$ cat src/rtl/pal_pkg.sv
`timescale 1ns / 1ps

package pal_pkg;

    localparam logic [1:0] CMD_CLEAR  = 2'd0;
    localparam logic [1:0] CMD_INSERT = 2'd1;
    localparam logic [1:0] CMD_REMOVE = 2'd2;
    localparam logic [1:0] CMD_SEARCH = 2'd3;

    localparam logic [1:0] STATUS_OK       = 2'd0;
    localparam logic [1:0] STATUS_FULL     = 2'd1;
    localparam logic [1:0] STATUS_BAD_POS  = 2'd2;
    localparam logic [1:0] STATUS_NOT_FOUND = 2'd3;

    localparam int KEY_W = 32;
    localparam int GROUP_W = 8;

    typedef struct packed {
        logic [1:0]              cmd;
        logic [7:0]              position;
        logic signed [KEY_W-1:0] key;
    } pal_req_t;

    typedef struct packed {
        logic [1:0]              status;
        logic [6:0]              found_index;
        logic signed [KEY_W-1:0] entry_key;
        logic [7:0]              entry_count;
    } pal_rsp_t;

    typedef struct packed {
        logic ins;
        logic rem;
        logic srch;
    } pal_op_t;

endpackage

$ cat src/rtl/pal_cell.sv
`timescale 1ns / 1ps

module pal_cell #(
    parameter int IDX = 0,
    parameter int CW  = 8
) (
    input  logic                           clk,
    input  logic                           rst_n,
    input  pal_pkg::pal_op_t               op,
    input  logic [CW-1:0]                  pos,
    input  logic [CW-1:0]                  count,
    input  logic signed [pal_pkg::KEY_W-1:0] key_in,
    input  logic signed [pal_pkg::KEY_W-1:0] left_key,
    input  logic signed [pal_pkg::KEY_W-1:0] right_key,
    output logic signed [pal_pkg::KEY_W-1:0] key_out,
    output logic signed [pal_pkg::KEY_W-1:0] rem_key,
    output logic                           match
);

    localparam logic [CW-1:0] MY_IDX = CW'(IDX);

    logic signed [pal_pkg::KEY_W-1:0] key_reg;
    logic signed [pal_pkg::KEY_W-1:0] key_next;
    logic                             match_reg;
    logic                             match_next;
    logic                             at_pos;

    assign at_pos = (MY_IDX == pos);

    always_comb
    begin
        key_next = key_reg;
        if (op.ins)
        begin
            if (at_pos)
            begin
                key_next = key_in;
            end
            else if (MY_IDX > pos)
            begin
                key_next = left_key;
            end
        end
        else if (op.rem)
        begin
            if (MY_IDX >= pos)
            begin
                key_next = right_key;
            end
        end
    end

    always_comb
    begin
        match_next = match_reg;
        if (op.srch)
        begin
            match_next = (key_reg == key_in) && (MY_IDX < count);
        end
    end

    always_ff @(posedge clk)
    begin
        key_reg <= key_next;
    end

    always_ff @(posedge clk or negedge rst_n)
    begin
        if (!rst_n)
        begin
            match_reg <= 1'b0;
        end
        else
        begin
            match_reg <= match_next;
        end
    end

    assign key_out = key_reg;
    assign rem_key = at_pos ? key_reg : '0;
    assign match   = match_reg;

endmodule

$ cat config.mk
export PLATFORM = sky130hd
export DESIGN_NAME = pal_cell
export DESIGN_NICKNAME = d
export VERILOG_FILES = /design/src/rtl/pal_pkg.sv /design/src/rtl/pal_cell.sv
export SDC_FILE = /design/constraint.sdc
export NUM_CORES = 1
export LEC_CHECK = 0
export BUFFER_PORTS_ARGS = -buffer_cell sky130_fd_sc_hd__buf_4
export CORE_MARGIN = 8
export CORE_UTILIZATION = 36
export CTS_CLUSTER_SIZE = 40
export DETAILED_ROUTE_END_ITERATION = 8
export GPL_TIMING_DRIVEN = 0
export PLACE_DENSITY_LB_ADDON = 0.08
export SETUP_SLACK_MARGIN = 0.3
export SLEW_MARGIN = 20
export SYNTH_ARGS = -nofsm -noshare
export SYNTH_HDL_FRONTEND = slang
export SYNTH_SLANG_ARGS = --single-unit
$ cat constraint.sdc
create_clock -name clk -period 1.2 [get_ports clk]
set_input_delay 0.12 -clock clk [delete_from_list [all_inputs] [get_ports clk]]
set_output_delay 0.12 -clock clk [all_outputs]
set_load 0.05 [all_outputs]
==> results.txt <==
grt ovf -> 0
detailed-route DRC error count -> 0
max reg flops -> 32
# rows -> 29
slowest stage cell, crit path -> edfxtp_1
CP arrival -> 1.65 ns
DP Cell Count -> 524
routed length on met1 -> 4.48 mm
Final Non-Filler Cells -> 572
total I/O pin count -> 182
routability cong. -> 0.782
Place WS -> -1.08 ns
starting density of the core -> 0.365
clk root buf -> clkbuf_8
Cell Pwr Density -> 535 mW/mm^2
CTS buffer count -> 5
Final Hold Fails -> 0
Setup CP Type -> reg2reg
Synth area leaders -> edfxtp_1, xor2_1, nand2_1
peak supply drop -> 0.000461 V
routed wire length -> 12.0 mm
vias in the first global route -> 3,207
Routed Antenna Nets -> 0
largest net degree at the start of global routing -> 11
Slew HR -> 0.560
worst-margin pin slew -> 0.661 ns
Port-buffer cells -> 180
fmax -> 685 MHz
Synth-to-Final Area Change -> 130%
fin. max-slew vios -> 0
Max Root-Sink Buffers -> 2
initial antenna violation count -> 0
CP endpoint kind -> flip-flop
share of layout cells above drive strength 1 -> 0.642
distinct cell type count after synthesis -> 20
max capacitance violation total -> 0
Antenna Cells -> 0
Synth top area share -> 0.421
per-cell routed wire length -> 21.1 um
final net count -> 611
Die Width -> 95.6 um
status -> finished with violations
HP Class -> in2reg
min-delay src -> op[0]
Die Ht -> 95.6 um
syn_nets -> 384
Req. time, crit path -> 1.39 ns
CTS tree -> done
Clock Sinks -> 33
DR WL met3 -> 1.21 mm
cell taking the most area after synthesis -> edfxtp_1
Final WS setup -> -0.259 ns
crit-path max FO -> 2
DRT Pass-1 Iters -> 4
FF-to-FF Start -> key_out[5]
Die Footprint -> 0.00914 sq mm
ys flop type -> edfxtp_1
post-synthesis sequential area ratio -> 0.432
multi-input logic area -> 0.00162 sq mm
DR vias -> 3,024
clock latency at the later pin of the worst-skew pair -> 0.28 ns
critical path's top delay family -> simple AND/OR/NAND/NOR gates
worst path bufs/invs -> 0
Mapped Area -> 0.00228 sq mm
#FFs+latches synth -> 33
final setup vio count -> 99
Reg clk slew, reported paths -> 0.07 ns
met2 wire length -> 6.22 mm
storage element area -> 986 sq um
fin crit period -> 1.46 ns
HPWL after DPL -> 8.11 mm
Top Metal Used -> met4
Cells after Synth -> 267
syn_area_per_cell -> 8.54 sq um
H-tree Lvls -> 2
# fillers -> 364
most numerous cell in the Yosys netlist -> nand2_1
most common library cells after synthesis -> nand2_1, nor2_1, a31oi_1, edfxtp_1, xor2_1
Worst Skew -> 0.00495 ns
first-pass GRT wire length -> 16.8 mm
Post-synth ARST share -> 0.0303
leakage -> 2.37 nW
crit-path cells -> xor2_1, nor4_2, nand4_1, o31ai_1
Worst setup SP type -> flip-flop
routed vias/inst -> 5.29
Worst path max stage delay -> 0.44 ns
YS warnings -> 0
RSZ-0062 raised after global routing -> true
failing checks -> negative setup slack
crit path from -> key_out[5]
Initial DRC Count -> 174
Tcrit/Tclk final -> 1.22
all-layer global routing usage -> 0.241
Post-synth EDFFs -> 32
core area -> 0.00624 sq mm
## layer usage
layer	track usage	vias to the layer above
li1	-	1405
met1	0.279	1450
met2	0.421	154
met3	0.0693	15
met4	0.0653	0
met5	0	-
## final cells by class
type,count,share of cell area
sequential,33,0.188
tap,77,0.0183
clock buffer,8,0.0152
timing repair buffer,219,0.421
buffer,20,0.0490
multi-input combinational,215,0.309
## cells by family (layout without fill, tap and decap cells)
| family | Yosys count | in the layout | synth area share |
|---|---|---|---|
| and+or+nand+nor | 149 | 150 | 0.304 |
| AOI/OAI and AO/OA | 33 | 33 | 0.0911 |
| DFF | 33 | 33 | 0.432 |
| xor gates and xnor gates | 32 | 32 | 0.123 |
| buffers and inverters | 20 | 247 | 0.0494 |
## report_power, final
group          total (mW)  switching, mW  internal [mW]
Combinational       0.711          0.316          0.395
Clock               0.822          0.410          0.413
Sequential           1.28        0.00343           1.28
Total                2.81          0.730           2.08
## timing repair
action	in CTS	in global routing
setup endpoints to repair	130	130
endpoints found under the hold margin	1	0
setup buffers	23	8
pin swaps	62	21
hold buffers	1	0
resized for setup	156	34
cloned	7	1
## through the flow
stage               area, sq um  power [mW]  hold slack [ns]  setup TNS [ns]   util
floorplan                  2500        1.51           -0.176          -18.73      -
global route               5260        2.90            0.140          -21.33  0.842
finish                     5260        2.81            0.110          -17.46  0.842
CTS                        5000        2.77            0.105          -12.20  0.802
global placement           3950        1.89           -0.104          -64.42  0.633
detailed placement         3950        1.90           -0.104          -66.77  0.633
## placed cells by master (no fill, tap or decap), drive strengths merged
| cell type | n |
|---|---|
| and3 | 32 |
| xor2 | 31 |
| dfrtp | 1 |
| dlygate4sd3 | 1 |
| nand3 | 1 |
| nand2b | 1 |
| nor4 | 11 |
| a31oi | 32 |
| nor3 | 1 |
| clkbuf | 28 |
| edfxtp | 32 |
| nor2 | 35 |
| o31ai | 1 |
| nand2 | 66 |
| and2 | 1 |
| xnor2 | 1 |
| buf | 218 |
| nand4 | 2 |
## worst reg2reg max path, stage by stage (launching register included)
cell and delay (ns):
edfxtp_1 0.44, xor2_1 0.18, nor4_2 0.36, nand4_1 0.16, o31ai_1 0.23
## worst paths after layout
check,depth (start not counted),slack (ns),endpoint
min in group asynchronous,2,0.16,match
min reg2reg,2,0.53,match
max reg2reg,4,-0.26,match
max in group asynchronous,2,0.96,match
min,3,0.11,match
max,4,-0.26,match
No activity file was read; power rests on OpenSTA's default activity.
